[config.mk]
export PLATFORM = sky130hd
export DESIGN_NAME = integer_to_ascii_padded_top
export DESIGN_NICKNAME = d
export VERILOG_FILES = /design/src/hdl/itoa_pkg.sv /design/src/hdl/itoa_front.sv /design/src/hdl/itoa_fifo.sv /design/src/hdl/itoa_back.sv /design/src/hdl/integer_to_ascii_padded_top.sv
export SDC_FILE = /design/constraint.sdc
export NUM_CORES = 1
export LEC_CHECK = 0
export ABC_AREA = 0
export BUFFER_PORTS_ARGS = -buffer_cell sky130_fd_sc_hd__buf_2
export CELL_PAD_IN_SITES_DETAIL_PLACEMENT = 0
export CELL_PAD_IN_SITES_GLOBAL_PLACEMENT = 2
export CORE_ASPECT_RATIO = 1.25
export CORE_UTILIZATION = 46
export CTS_CLUSTER_DIAMETER = 200
export DETAILED_ROUTE_END_ITERATION = 8
export PLACE_DENSITY = 0.95
export REMOVE_ABC_BUFFERS = 1
export SLEW_MARGIN = 0
export SYNTH_ARGS = -nofsm -noshare
export SYNTH_HDL_FRONTEND = slang
export SYNTH_HIERARCHICAL = 1
export SYNTH_SLANG_ARGS = --single-unit
[constraint.sdc]
create_clock -name clk_i -period 8.4 [get_ports clk_i]
set_input_delay 1.26 -clock clk_i [delete_from_list [all_inputs] [get_ports clk_i]]
set_output_delay 1.26 -clock clk_i [all_outputs]
set_load 0.03 [all_outputs]
[src/hdl/itoa_pkg.sv]
// Shared types and constants for the integer to ASCII formatter.
`timescale 1ns / 1ps
package itoa_pkg;

  // Format request codes
  localparam logic [1:0] MODE_SDEC    = 2'd0;
  localparam logic [1:0] MODE_UDEC    = 2'd1;
  localparam logic [1:0] MODE_HEX     = 2'd2;
  localparam logic [1:0] MODE_HEX_ALT = 2'd3;

  // ASCII codes
  localparam logic [7:0] CH_ZERO  = 8'h30;
  localparam logic [7:0] CH_A_LOW = 8'h61;
  localparam logic [7:0] CH_X     = 8'h78;
  localparam logic [7:0] CH_MINUS = 8'h2d;
  localparam logic [7:0] CH_SPACE = 8'h20;

  localparam int VALUE_W       = 64;
  localparam int NUM_DIGITS    = 20;
  localparam int DIGIT_W       = 4;
  localparam int BCD_W         = NUM_DIGITS * DIGIT_W;
  localparam int BITS_PER_STEP = 4;
  localparam int CONV_STEPS    = VALUE_W / BITS_PER_STEP;
  localparam int STEP_W        = $clog2(CONV_STEPS);
  localparam int DIG_IDX_W     = $clog2(NUM_DIGITS);
  localparam int FIELD_W       = 6;

  typedef enum logic [1:0] {
    FR_IDLE,
    FR_CONV,
    FR_PUSH
  } front_state_e;

  typedef enum logic [2:0] {
    BK_IDLE,
    BK_SPACE,
    BK_SIGN,
    BK_PFX0,
    BK_PFXX,
    BK_ZERO,
    BK_DIGIT
  } back_state_e;

  // One classified number, ready for emission
  typedef struct packed {
    logic [BCD_W-1:0]     digits;
    logic [DIG_IDX_W-1:0] top_digit;
    logic                 neg;
    logic                 hex;
    logic                 zpad;
    logic [FIELD_W-1:0]   pad;
  } fmt_t;

endpackage

[src/hdl/itoa_front.sv]
// Front end: accepts items, works out sign, magnitude and digits, and queues them.
`timescale 1ns / 1ps
module itoa_front #(
  parameter int MAX_FIELD_WIDTH = 63
) (
  input  logic                          clk_i,
  input  logic                          rst_ni,
  input  logic                          in_valid_i,
  output logic                          in_stall_o,
  input  logic [1:0]                    mode_i,
  input  logic                          is_long_i,
  input  logic [itoa_pkg::VALUE_W-1:0]  value_i,
  input  logic [itoa_pkg::FIELD_W-1:0]  width_i,
  input  logic                          zero_pad_i,
  output logic                          push_o,
  output itoa_pkg::fmt_t                push_data_o,
  input  logic                          full_i
);

  localparam int VW = itoa_pkg::VALUE_W;
  localparam int BW = itoa_pkg::BCD_W;
  localparam int DW = itoa_pkg::DIGIT_W;
  localparam int FW = itoa_pkg::FIELD_W;

  itoa_pkg::front_state_e state_q, state_d;

  logic [VW-1:0]                bin_q, bin_d;
  logic [BW-1:0]                bcd_q, bcd_d;
  logic [itoa_pkg::STEP_W-1:0]  step_q;
  logic                         hex_q, neg_q, zpad_q;
  logic [FW-1:0]                wsat_q;

  logic                         accept;
  logic                         hex_in, neg_in;
  logic [VW-1:0]                mag_in;
  logic [FW-1:0]                wsat_in;
  logic [itoa_pkg::DIG_IDX_W-1:0] top;
  logic [FW:0]                  text_len;

  assign accept = in_valid_i && !in_stall_o;

  // Classify the incoming item
  always_comb begin
    hex_in  = (mode_i == itoa_pkg::MODE_HEX) || (mode_i == itoa_pkg::MODE_HEX_ALT);
    wsat_in = (width_i > FW'(MAX_FIELD_WIDTH)) ? FW'(MAX_FIELD_WIDTH) : width_i;
    if (is_long_i) begin
      neg_in = (mode_i == itoa_pkg::MODE_SDEC) && value_i[VW-1];
      mag_in = neg_in ? (VW'(0) - value_i) : value_i;
    end else begin
      neg_in = (mode_i == itoa_pkg::MODE_SDEC) && value_i[VW/2-1];
      mag_in = {{(VW/2){1'b0}},
                (neg_in ? ((VW/2)'(0) - value_i[VW/2-1:0]) : value_i[VW/2-1:0])};
    end
  end

  // Shift-add-3 binary to BCD, a few bits per cycle
  always_comb begin
    bin_d = bin_q;
    bcd_d = bcd_q;
    for (int k = 0; k < itoa_pkg::BITS_PER_STEP; k++) begin
      for (int j = 0; j < itoa_pkg::NUM_DIGITS; j++) begin
        if (bcd_d[j*DW +: DW] >= DW'(5)) begin
          bcd_d[j*DW +: DW] = bcd_d[j*DW +: DW] + DW'(3);
        end
      end
      bcd_d = {bcd_d[BW-2:0], bin_d[VW-1]};
      bin_d = {bin_d[VW-2:0], 1'b0};
    end
  end

  // Highest non-zero digit and padding length
  always_comb begin
    top = '0;
    for (int j = 0; j < itoa_pkg::NUM_DIGITS; j++) begin
      if (bcd_q[j*DW +: DW] != '0) begin
        top = itoa_pkg::DIG_IDX_W'(j);
      end
    end
    text_len = (FW+1)'(top) + (FW+1)'(1) +
               (hex_q ? (FW+1)'(2) : (neg_q ? (FW+1)'(1) : (FW+1)'(0)));
  end

  always_comb begin
    state_d = state_q;
    unique case (state_q)
      itoa_pkg::FR_IDLE: begin
        if (in_valid_i) begin
          state_d = hex_in ? itoa_pkg::FR_PUSH : itoa_pkg::FR_CONV;
        end
      end
      itoa_pkg::FR_CONV: begin
        if (step_q == itoa_pkg::STEP_W'(itoa_pkg::CONV_STEPS - 1)) begin
          state_d = itoa_pkg::FR_PUSH;
        end
      end
      itoa_pkg::FR_PUSH: begin
        if (!full_i) begin
          state_d = itoa_pkg::FR_IDLE;
        end
      end
      default: state_d = itoa_pkg::FR_IDLE;
    endcase
  end

  always_comb begin
    in_stall_o            = (state_q != itoa_pkg::FR_IDLE);
    push_o                = (state_q == itoa_pkg::FR_PUSH) && !full_i;
    push_data_o.digits    = bcd_q;
    push_data_o.top_digit = top;
    push_data_o.neg       = neg_q;
    push_data_o.hex       = hex_q;
    push_data_o.zpad      = zpad_q;
    push_data_o.pad       = ({1'b0, wsat_q} > text_len) ?
                            FW'({1'b0, wsat_q} - text_len) : FW'(0);
  end

  always_ff @(posedge clk_i or negedge rst_ni) begin
    if (!rst_ni) begin
      state_q <= itoa_pkg::FR_IDLE;
      step_q  <= '0;
    end else begin
      state_q <= state_d;
      if (accept) begin
        step_q <= '0;
      end else if (state_q == itoa_pkg::FR_CONV) begin
        step_q <= step_q + itoa_pkg::STEP_W'(1);
      end
    end
  end

  always_ff @(posedge clk_i) begin
    if (accept) begin
      hex_q  <= hex_in;
      neg_q  <= neg_in;
      zpad_q <= zero_pad_i;
      wsat_q <= wsat_in;
      bin_q  <= mag_in;
      // Hex digits are the magnitude's nibbles as they stand
      bcd_q  <= hex_in ? {{(BW-VW){1'b0}}, mag_in} : '0;
    end else if (state_q == itoa_pkg::FR_CONV) begin
      bin_q <= bin_d;
      bcd_q <= bcd_d;
    end
  end

endmodule

[src/hdl/itoa_fifo.sv]
// Short queue of classified numbers between front end and emitter.
`timescale 1ns / 1ps
module itoa_fifo #(
  parameter int DEPTH = 2
) (
  input  logic           clk_i,
  input  logic           rst_ni,
  input  logic           push_i,
  input  itoa_pkg::fmt_t push_data_i,
  output logic           full_o,
  input  logic           pop_i,
  output logic           empty_o,
  output itoa_pkg::fmt_t head_o
);

  localparam int PTR_W = (DEPTH > 1) ? $clog2(DEPTH) : 1;
  localparam int CNT_W = $clog2(DEPTH + 1);

  itoa_pkg::fmt_t   entry_q [DEPTH];
  logic [PTR_W-1:0] wr_q, rd_q;
  logic [CNT_W-1:0] count_q;

  function automatic logic [PTR_W-1:0] ptr_inc(input logic [PTR_W-1:0] p);
    ptr_inc = (p == PTR_W'(DEPTH - 1)) ? PTR_W'(0) : p + PTR_W'(1);
  endfunction

  assign full_o  = (count_q == CNT_W'(DEPTH));
  assign empty_o = (count_q == '0);
  assign head_o  = entry_q[rd_q];

  always_ff @(posedge clk_i or negedge rst_ni) begin
    if (!rst_ni) begin
      wr_q    <= '0;
      rd_q    <= '0;
      count_q <= '0;
    end else begin
      if (push_i) begin
        wr_q <= ptr_inc(wr_q);
      end
      if (pop_i) begin
        rd_q <= ptr_inc(rd_q);
      end
      if (push_i && !pop_i) begin
        count_q <= count_q + CNT_W'(1);
      end else if (pop_i && !push_i) begin
        count_q <= count_q - CNT_W'(1);
      end
    end
  end

  always_ff @(posedge clk_i) begin
    if (push_i) begin
      entry_q[wr_q] <= push_data_i;
    end
  end

endmodule

[src/hdl/itoa_back.sv]
// Emitter: walks padding, sign, prefix, digits; one char per cycle unless stalled.
`timescale 1ns / 1ps
module itoa_back (
  input  logic           clk_i,
  input  logic           rst_ni,
  input  logic           empty_i,
  input  itoa_pkg::fmt_t head_i,
  output logic           pop_o,
  output logic           out_valid_o,
  input  logic           out_stall_i,
  output logic [7:0]     character_o,
  output logic           last_o
);

  localparam int FW = itoa_pkg::FIELD_W;
  localparam int IW = itoa_pkg::DIG_IDX_W;
  localparam int DW = itoa_pkg::DIGIT_W;

  itoa_pkg::back_state_e state_q, state_d;
  itoa_pkg::fmt_t        entry_q;
  logic [FW-1:0]         cnt_q;
  logic [IW-1:0]         dig_q;
  logic                  out_valid_q, last_q;
  logic [7:0]            char_q;

  logic                  advance, emit;
  logic                  head_space, head_zero, entry_zero;
  logic [DW-1:0]         digit;
  logic [7:0]            char_c;
  logic                  last_c;

  // First phase that applies, given which of sign, prefix and zero padding remain
  function automatic itoa_pkg::back_state_e phase_after(input logic neg,
                                                        input logic hex,
                                                        input logic zero);
    if (neg) begin
      phase_after = itoa_pkg::BK_SIGN;
    end else if (hex) begin
      phase_after = itoa_pkg::BK_PFX0;
    end else if (zero) begin
      phase_after = itoa_pkg::BK_ZERO;
    end else begin
      phase_after = itoa_pkg::BK_DIGIT;
    end
  endfunction

  assign advance    = !out_valid_q || !out_stall_i;
  assign head_space = !head_i.zpad && (head_i.pad != '0);
  assign head_zero  = head_i.zpad && (head_i.pad != '0);
  assign entry_zero = entry_q.zpad && (entry_q.pad != '0);
  assign digit      = entry_q.digits[{dig_q, 2'b00} +: DW];

  always_comb begin
    state_d = state_q;
    unique case (state_q)
      itoa_pkg::BK_IDLE: begin
        if (!empty_i) begin
          state_d = head_space ? itoa_pkg::BK_SPACE
                               : phase_after(head_i.neg, head_i.hex, head_zero);
        end
      end
      itoa_pkg::BK_SPACE: begin
        if (advance && cnt_q == FW'(1)) begin
          state_d = phase_after(entry_q.neg, entry_q.hex, 1'b0);
        end
      end
      itoa_pkg::BK_SIGN: begin
        if (advance) begin
          state_d = phase_after(1'b0, entry_q.hex, entry_zero);
        end
      end
      itoa_pkg::BK_PFX0: begin
        if (advance) begin
          state_d = itoa_pkg::BK_PFXX;
        end
      end
      itoa_pkg::BK_PFXX: begin
        if (advance) begin
          state_d = phase_after(1'b0, 1'b0, entry_zero);
        end
      end
      itoa_pkg::BK_ZERO: begin
        if (advance && cnt_q == FW'(1)) begin
          state_d = itoa_pkg::BK_DIGIT;
        end
      end
      itoa_pkg::BK_DIGIT: begin
        if (advance && dig_q == '0) begin
          state_d = itoa_pkg::BK_IDLE;
        end
      end
      default: state_d = itoa_pkg::BK_IDLE;
    endcase
  end

  always_comb begin
    pop_o  = (state_q == itoa_pkg::BK_IDLE) && !empty_i;
    emit   = (state_q != itoa_pkg::BK_IDLE) && advance;
    last_c = 1'b0;
    unique case (state_q)
      itoa_pkg::BK_SPACE: char_c = itoa_pkg::CH_SPACE;
      itoa_pkg::BK_SIGN:  char_c = itoa_pkg::CH_MINUS;
      itoa_pkg::BK_PFX0:  char_c = itoa_pkg::CH_ZERO;
      itoa_pkg::BK_PFXX:  char_c = itoa_pkg::CH_X;
      itoa_pkg::BK_ZERO:  char_c = itoa_pkg::CH_ZERO;
      itoa_pkg::BK_DIGIT: begin
        char_c = (digit < DW'(10)) ? (itoa_pkg::CH_ZERO + 8'(digit))
                                   : (itoa_pkg::CH_A_LOW + 8'(digit) - 8'd10);
        last_c = (dig_q == '0);
      end
      default: char_c = itoa_pkg::CH_SPACE;
    endcase
  end

  always_ff @(posedge clk_i or negedge rst_ni) begin
    if (!rst_ni) begin
      state_q     <= itoa_pkg::BK_IDLE;
      out_valid_q <= 1'b0;
      cnt_q       <= '0;
      dig_q       <= '0;
    end else begin
      state_q <= state_d;
      if (emit) begin
        out_valid_q <= 1'b1;
      end else if (advance) begin
        out_valid_q <= 1'b0;
      end
      if (pop_o) begin
        cnt_q <= head_i.pad;
        dig_q <= head_i.top_digit;
      end else if (emit) begin
        if (state_q == itoa_pkg::BK_SPACE || state_q == itoa_pkg::BK_ZERO) begin
          cnt_q <= cnt_q - FW'(1);
        end
        if (state_q == itoa_pkg::BK_DIGIT) begin
          dig_q <= dig_q - IW'(1);
        end
      end
    end
  end

  always_ff @(posedge clk_i) begin
    if (pop_o) begin
      entry_q <= head_i;
    end
    if (emit) begin
      char_q <= char_c;
      last_q <= last_c;
    end
  end

  assign out_valid_o = out_valid_q;
  assign character_o = char_q;
  assign last_o      = last_q;

endmodule

[src/hdl/integer_to_ascii_padded_top.sv]
// Top level of the integer to ASCII formatter with field width padding.
//
//   channel  direction  handshake                payload
//   input    in         in_valid_i / in_stall_o  mode_i, is_long_i, value_i, width_i,
//                                                zero_pad_i
//   output   out        out_valid_o / out_stall_i character_o, last_o
//
// For a decimal item the front end runs 16 shift-add-3 steps of four bits each
// between accept and queue write; a hex item goes straight to the queue write.
// The emitter sends one character per cycle while the output is not stalled, and
// loads each item from the queue in its idle state. The front end takes no new
// item until the last is queued, yet converts one while the emitter sends others.
// Reset is asynchronous and empties the queue; no clearing pass is needed.
// A stall on the output freezes only the emitter; the front end runs ahead
// until the queue is full.
`timescale 1ns / 1ps
module integer_to_ascii_padded_top #(
  parameter int MAX_FIELD_WIDTH = 63,
  parameter int QUEUE_DEPTH     = 2
) (
  input  logic                          clk_i,
  input  logic                          rst_ni,
  input  logic                          in_valid_i,
  output logic                          in_stall_o,
  input  logic [1:0]                    mode_i,
  input  logic                          is_long_i,
  input  logic [itoa_pkg::VALUE_W-1:0]  value_i,
  input  logic [itoa_pkg::FIELD_W-1:0]  width_i,
  input  logic                          zero_pad_i,
  output logic                          out_valid_o,
  input  logic                          out_stall_i,
  output logic [7:0]                    character_o,
  output logic                          last_o
);

  logic           q_push, q_full, q_pop, q_empty;
  itoa_pkg::fmt_t q_in, q_head;

  itoa_front #(
    .MAX_FIELD_WIDTH(MAX_FIELD_WIDTH)
  ) u_front (
    .clk_i       (clk_i),
    .rst_ni      (rst_ni),
    .in_valid_i  (in_valid_i),
    .in_stall_o  (in_stall_o),
    .mode_i      (mode_i),
    .is_long_i   (is_long_i),
    .value_i     (value_i),
    .width_i     (width_i),
    .zero_pad_i  (zero_pad_i),
    .push_o      (q_push),
    .push_data_o (q_in),
    .full_i      (q_full)
  );

  itoa_fifo #(
    .DEPTH(QUEUE_DEPTH)
  ) u_fifo (
    .clk_i       (clk_i),
    .rst_ni      (rst_ni),
    .push_i      (q_push),
    .push_data_i (q_in),
    .full_o      (q_full),
    .pop_i       (q_pop),
    .empty_o     (q_empty),
    .head_o      (q_head)
  );

  itoa_back u_back (
    .clk_i       (clk_i),
    .rst_ni      (rst_ni),
    .empty_i     (q_empty),
    .head_i      (q_head),
    .pop_o       (q_pop),
    .out_valid_o (out_valid_o),
    .out_stall_i (out_stall_i),
    .character_o (character_o),
    .last_o      (last_o)
  );

  a_no_push_full: assert property (@(posedge clk_i) disable iff (!rst_ni)
    !(q_push && q_full))
    else $error("queue written while full");

  a_no_pop_empty: assert property (@(posedge clk_i) disable iff (!rst_ni)
    !(q_pop && q_empty))
    else $error("queue read while empty");

  a_last_is_digit: assert property (@(posedge clk_i) disable iff (!rst_ni)
    (out_valid_o && last_o) |->
      ((character_o >= itoa_pkg::CH_ZERO && character_o <= 8'h39) ||
       (character_o >= itoa_pkg::CH_A_LOW && character_o <= 8'h66)))
    else $error("final character of a number is not a digit");

endmodule
After elaboration in Yosys (flattened, before gate mapping)
Memories as Yosys holds them, arrays and structs flattened.
Cells that the tools add are included.
{"block": "totals", "regBits": 276, "mem_bits_rw": 188, "in_bits": 78, "out_inout_bits": 11, "n_memories": 1}
{"memory": "u_fifo.entry_q", "words": 2, "width": 94, "rd": 1, "rd_clocked_by_memory_dff": 0, "write_ports": 1, "line": "itoa_fifo.sv:19", "source": "itoa_pkg::fmt_t entry_q [DEPTH];"}
{"block": "op_classes", "n_addsub": 95, "order_cmp": 83, "eq_ne": 23, "shifts": 1, "mux": 150, "reduce_logical": 63}
{"operator": "2-to-1 mux 4 bit", "count": 86}
{"operator": "greater-or-equal comparator 4 x 3 -> 1 bit, second input constant", "count": 80}
{"operator": "2-to-1 mux 64 bit", "count": 5}
{"operator": "adder 4 x 2 -> 4 bit, second input constant", "count": 76}
{"operator": "2-to-1 mux 80 bit", "count": 2}
{"operator": "indexed part select 80 x 8 -> 4 bit", "count": 1}
{"operator": "nonzero test 4 bit", "count": 19}
{"operator": "subtractor 1 x 64 -> 64 bit, first input constant", "count": 1}
{"operator": "2-to-1 mux 3 bit", "count": 21}
{"operator": "2-to-1 mux 5 bit", "count": 7}
{"operator": "2-to-1 mux 32 bit", "count": 1}
{"operator": "one-hot mux 8 bit (4 select lines)", "count": 1}
{"operator": "subtractor 1 x 32 -> 32 bit, first input constant", "count": 1}
{"operator": "2-to-1 mux 6 bit", "count": 4}
{"operator": "one-hot mux 3 bit (7 select lines)", "count": 1}
{"operator": "2-to-1 mux 2 bit", "count": 10}
{"operator": "!= test 2 x 1 -> 1 bit, second input constant", "count": 7}
{"operator": "nonzero test 2 bit", "count": 7}
{"operator": "logical AND 1 bit", "count": 13}
{"operator": "adder 3 x 2 -> 3 bit, second input constant", "count": 4}
{"operator": "nonzero test 6 bit", "count": 2}
{"operator": "equality test 3 bit, second input constant", "count": 3}
{"operator": "2-to-1 mux 1 bit", "count": 9}
{"operator": "adder 7 x 4 -> 8 bit, first input constant", "count": 1}
{"operator": "34 further kinds", "count": 53}

Logic depth before layout (Yosys ltp)
{"block": "depth", "ltp_word": 24, "mapped_depth": 25}

Hierarchy
Netlist, hierarchy kept.
{"mod": "itoa_front", "instances": 1, "cells_each": 2218, "area_each_um2": 18366.4}
{"mod": "itoa_fifo", "instances": 1, "cells_each": 309, "area_each_um2": 7180.6}
{"mod": "itoa_back", "instances": 1, "cells_each": 327, "area_each_um2": 4902.2}

Worst setup path after synthesis
OpenSTA, ideal clock, no wires.
{"block": "synth_path", "path_kind": "register -> register", "start": "register u_fifo.count_q[1]", "end": "memory u_fifo/entry_q[0][0] (netlist name), enable pin", "arrival_ns": 5.093, "slack_ns": 2.748, "stages_incl_launch_ff": 4, "n_path_buf": 0, "period_less_slack_ns": 5.652, "cell_sequence": "dfrtp_1 nor2b_1 nor3b_1 nor2b_1"}
{"block": "synth_between", "elab_chain_len": 5}
{"item": "start: declaration", "line": "itoa_fifo.sv:21", "source": "logic [CNT_W-1:0] count_q;"}
{"item": "start signal: assignment", "line": "itoa_fifo.sv:44", "source": "count_q <= count_q + CNT_W'(1);"}
{"item": "start signal: assignment", "line": "itoa_fifo.sv:46", "source": "count_q <= count_q - CNT_W'(1);"}
{"item": "equality test 2 bit", "line": "itoa_fifo.sv:27", "source": "assign full_o = (count_q == CNT_W'(DEPTH));"}
{"item": "named net q_full", "line": "integer_to_ascii_padded_top.sv:36", "source": "logic q_push, q_full, q_pop, q_empty;"}
{"item": "logical NOT 1 bit"}
{"item": "logical AND 1 bit", "line": "itoa_front.sv:107", "source": "push_o = (state_q == itoa_pkg::FR_PUSH) && !full_i;"}
{"item": "named net q_push", "line": "integer_to_ascii_padded_top.sv:36"}
{"item": "2-to-1 mux 1 bit", "line": "itoa_fifo.sv:52", "source": "if (push_i) begin"}
{"item": "2-to-1 mux 1 bit (not written as such)", "line": "itoa_fifo.sv:53", "source": "entry_q[wr_q] <= push_data_i;"}
{"item": "end: declaration", "line": "itoa_fifo.sv:19"}
The timed path passes the listed nets, and every way through them passes these cells.

Final worst setup path
{"block": "layout_path", "start": "register u_front.bcd_q[41]", "end": "register u_front.bcd_q[44] (data pin)"}
{"block": "layout_between", "elab_chain_len": 10, "word_cells_on_any_way": 14, "cone_classes": "4 x add/sub; 4 x order compare; 6 x mux"}
{"item": "start: declaration", "line": "itoa_front.sv:28", "source": "logic [BW-1:0] bcd_q, bcd_d;"}
{"item": "start signal: assignment", "line": "itoa_front.sv:139", "source": "bcd_q <= hex_in ? {{(BW-VW){1'b0}}, mag_in} : '0;"}
{"item": "adder 4 x 2 -> 4 bit or greater-or-equal comparator 4 x 3 -> 1 bit (tied branches)", "line": "itoa_front.sv:63, itoa_front.sv:62"}
{"item": "2-to-1 mux 4 bit *", "line": "itoa_front.sv:62", "source": "if (bcd_d[j*DW +: DW] >= DW'(5)) begin"}
{"item": "adder 4 x 2 -> 4 bit or greater-or-equal comparator 4 x 3 -> 1 bit (tied branches)", "line": "itoa_front.sv:63, itoa_front.sv:62"}
{"item": "2-to-1 mux 4 bit *", "line": "itoa_front.sv:62"}
{"item": "greater-or-equal comparator 4 x 3 -> 1 bit or adder 4 x 2 -> 4 bit (tied branches)", "line": "itoa_front.sv:62, itoa_front.sv:63"}
{"item": "2-to-1 mux 4 bit *", "line": "itoa_front.sv:62"}
{"item": "adder 4 x 2 -> 4 bit or greater-or-equal comparator 4 x 3 -> 1 bit (tied branches)", "line": "itoa_front.sv:63, itoa_front.sv:62"}
{"item": "2-to-1 mux 4 bit *", "line": "itoa_front.sv:62"}
{"item": "2-to-1 mux 80 bit *", "line": "itoa_front.sv:140", "source": "end else if (state_q == itoa_pkg::FR_CONV) begin"}
{"item": "2-to-1 mux 80 bit *", "line": "itoa_front.sv:132", "source": "if (accept) begin"}
Every way passes the cells marked *; elsewhere a longest branch is shown, timed or not. The select of a mux whose other input is x is not followed.
A chain may end at the register's enable or synchronous reset.

==> out/metrics.yaml <==
detailed_routing:
  wl_per_cell_um: 19.2
  num_vias: 22200
  drcViolationCount: 0
  wl_um: 73100
  drt_iter0_markers: 1539
  vias_per_cell: 5.84
  dr.pass1.iters: 5
  drtAntennaViolNets: 0
global_routing:
  grt_max_degree: 84
  grt_pass1_wl_um: 116000
  grt_overflow: 0
  antenna_found_initial: 0
  grt_pass1_vias: 21800
  grt_util_all_layers_pct: 21.6
floorplanning:
  core_area_um2: 65600
  die_area_um2: 67200
  start_util_pct: 46.4
  rows: 105
  ios: 89
  die_h_um: 290
  die_w_um: 232
layout:
  fin_area_um2: 33200
  area_delta_synth_final_pct: 9.16
  drive_gt1_share_pct: 12.6
  fillers: 5671
  finalNetCount: 3164
  antenna_cells: 0
timing:
  fin_crit_sh_pct: 67.2
  setup_violations: 0
  rsz0062_at_grt: "no"
  hold_violations: 0
  worst_slack_ns: 2.75
  setup_tns_ns: 0
  slew_viol_final: 0
  fmax_ghz: 0.177
  whs_ns: 0.498
  fin_worst_skew_ns: 0.0254
  worstMarginPinSlew_ns: 1.05
  max_slew_margin_pct: 30.2
  fin_crit_ns: 5.65
clock_network:
  cts_setup_buffers: 0
  clock_sinks: 463
  clkLatencyLatePin_ns: 0.60
  cts-hold-fix-buffers: 0
  clk_pin_slew_ns: 0.06
  cts_tree: "done"
  cts-htree-levels: 2
  cts-root-buf: "clkbuf_16"
  numCtsBuffers: 48
  clockBufferDepth: 3
  postCtsResizedCells: 0
hold_path:
  hp-class: "register to register"
  min-delay-start: "u_fifo/count_q[1]"
  min_path_cells: 1
  hold_end: "u_fifo/count_q[1]"
setup_path:
  required_ns: 8.73
  cp-start-kind: "register"
  path_max_fanout: 6
  timing.rr.end: "u_front/bcd_q[44]"
  end_kind: "register"
  r2r_start: "u_front/bcd_q[41]"
  worstRegToRegCells: 23
  critPathKind: "register to register"
  worstPathArrival_ns: 5.98
  rrSetupSlack_ns: 2.75
synth:
  synth_edf_count: 438
  netlist_top_cells_area: "edfxtp_1 (43%), ha_1 (7.4%), nand2_1 (3.2%)"
  yosysMostFrequentCell: "edfxtp_1"
  synth_top_area_share_pct: 43.2
  syn-cell-area_um2: 30400
  ys_types: 100
  synth_commonest_cells: "edfxtp_1 (438), nand2_1 (259), inv_1 (187), o21ai_0 (187), ha_1 (179)"
  avgSynthCellArea_um2: 10.7
  ys.flop_type: "edfxtp_1"
  synth-seq-area-share_pct: 45.2
  syn-instance-count: 2854
  synthArstFlopShare_pct: 5.40
  yosysTopAreaCell: "edfxtp_1"
  ys_seq_elements: 463
  yosys_warnings: 6
placement:
  place_ws_ns: 2.86
  gp_congestion: 0.884
  dpl.hpwl_um: 53200
  portBuffers: 87
  place_area_um2: 31600
run:
  drv_cap: 0
outcome:
  status: "finished, final reports clean"
[final cells by class]
| cell class | instances | area (µm²) | share of cell area [%] |
|---|---|---|---|
| clock buffer | 52 | 1220 | 3.66 |
| clock inverter | 36 | 412 | 1.24 |
| inverter | 189 | 713 | 2.15 |
| multi-input combinational | 2100 | 15500 | 46.6 |
| sequential | 463 | 13800 | 41.5 |
| tap | 856 | 1070 | 3.22 |
| timing repair buffer | 103 | 556 | 1.67 |
[cell families after synthesis]
| family | count (synthesis) | share of synthesized area [%] |
|---|---|---|
| AOI/OAI and AO/OA | 683 | 15.2 |
| xor gates and xnor gates | 135 | 3.88 |
| adders and majority gates | 181 | 7.49 |
| buffers and inverters | 291 | 3.97 |
| DFF | 463 | 45.2 |
| muxes | 233 | 9.41 |
| other | 3 | 0.0370 |
| and+or+nand+nor | 865 | 14.7 |
[worst max-delay path, stage by stage, from the launching register on]
cell and delay (ns):
edfxtp_1 0.46, inv_1 0.14, ha_1 0.32, nor2b_1 0.35, a2bb2oi_1 0.38, and2_1 0.21, inv_1 0.06, ha_1 0.20
nor2b_1 0.15, o311ai_0 0.29, a22oi_1 0.21, xnor2_1 0.38, ha_1 0.20, nand2b_1 0.13, nand3_1 0.09, mux2i_1 0.25
nand2b_1 0.16, xor2_1 0.31, inv_1 0.11, ha_1 0.20, nand2b_1 0.16, and3_1 0.19, o211a_1 0.11, a221o_1 0.30
[through the flow]
step / instances / utilization (%)
6_report: 3799 / 50.7
5_1_grt: 3799 / 50.7
4_1_cts: 3799 / 50.7
3_5_place_dp: 3711 / 48.2
3_3_place_gp: 3711 / 48.2
2_1_floorplan: 2752 / -
[worst max path at each step]
stage	startpoint	endpoint	slack, ns	cells after the start
after floorplan	in_valid_i	u_front/bcd_q[0]	0.38	2
after global placement	u_front/bcd_q[12]	u_fifo/entry_q[0][4]	2.84	23
after detailed placement	u_front/bcd_q[41]	u_front/bcd_q[44]	2.86	23
after CTS	u_front/bcd_q[41]	u_front/bcd_q[44]	2.78	23
after global routing	u_front/bcd_q[41]	u_front/bcd_q[42]	2.19	23
final	u_front/bcd_q[41]	u_front/bcd_q[44]	2.75	23
[layer usage]
metal | up-vias | wire length, µm | global-route usage (%)
met3 | 112 | 2960 | 2.52
met1 | 10900 | 31400 | 27.1
met4 | 0 | 2390 | 7.93
met5 | - | 0 | 0
li1 | 10700 | - | -
met2 | 483 | 36300 | 37.9
[layout by cell type (no fill, tap or decap), types with 19 or more instances in the layout]
cell type,synthesis,routed
nand4_1,38,38
a21oi_1,93,93
a21o_1,36,36
a211oi_1,38,38
nor3b_1,27,27
mux2i_1,97,97
buf_2,12,87
ha_1,179,179
o21a_1,20,20
and3_1,19,19
nand2b_1,88,88
o31ai_1,31,31
nor2b_1,46,45
xnor2_1,74,74
xor2_1,61,61
or3_1,24,24
nor3_1,33,33
dfrtp_1,25,24
inv_1,187,185
mux2_4,50,50
nand3_1,96,96
and2_1,57,56
o21ai_0,187,187
edfxtp_1,438,438
nand2_1,259,257
a31oi_1,43,43
mux2_2,74,74
clkbuf_16,0,48
nor2_1,109,109
o211ai_1,26,26
a211o_1,38,38
[sequential cells by signal, summed over array words and instances (netlist names), 3 cells and up]
register / cells
u_front/step_q: 4
u_fifo/entry_q: 188
u_back/cnt_q: 6
u_front/wsat_q: 6
u_back/entry_q: 89
u_back/character_o: 7
u_back/state_q: 3
u_front/bcd_q: 80
u_front/bin_q: 64
u_back/dig_q: 5
Power is not shown: default switching activity piles up to over one toggle a cycle in this logic, so the estimate is an artifact.
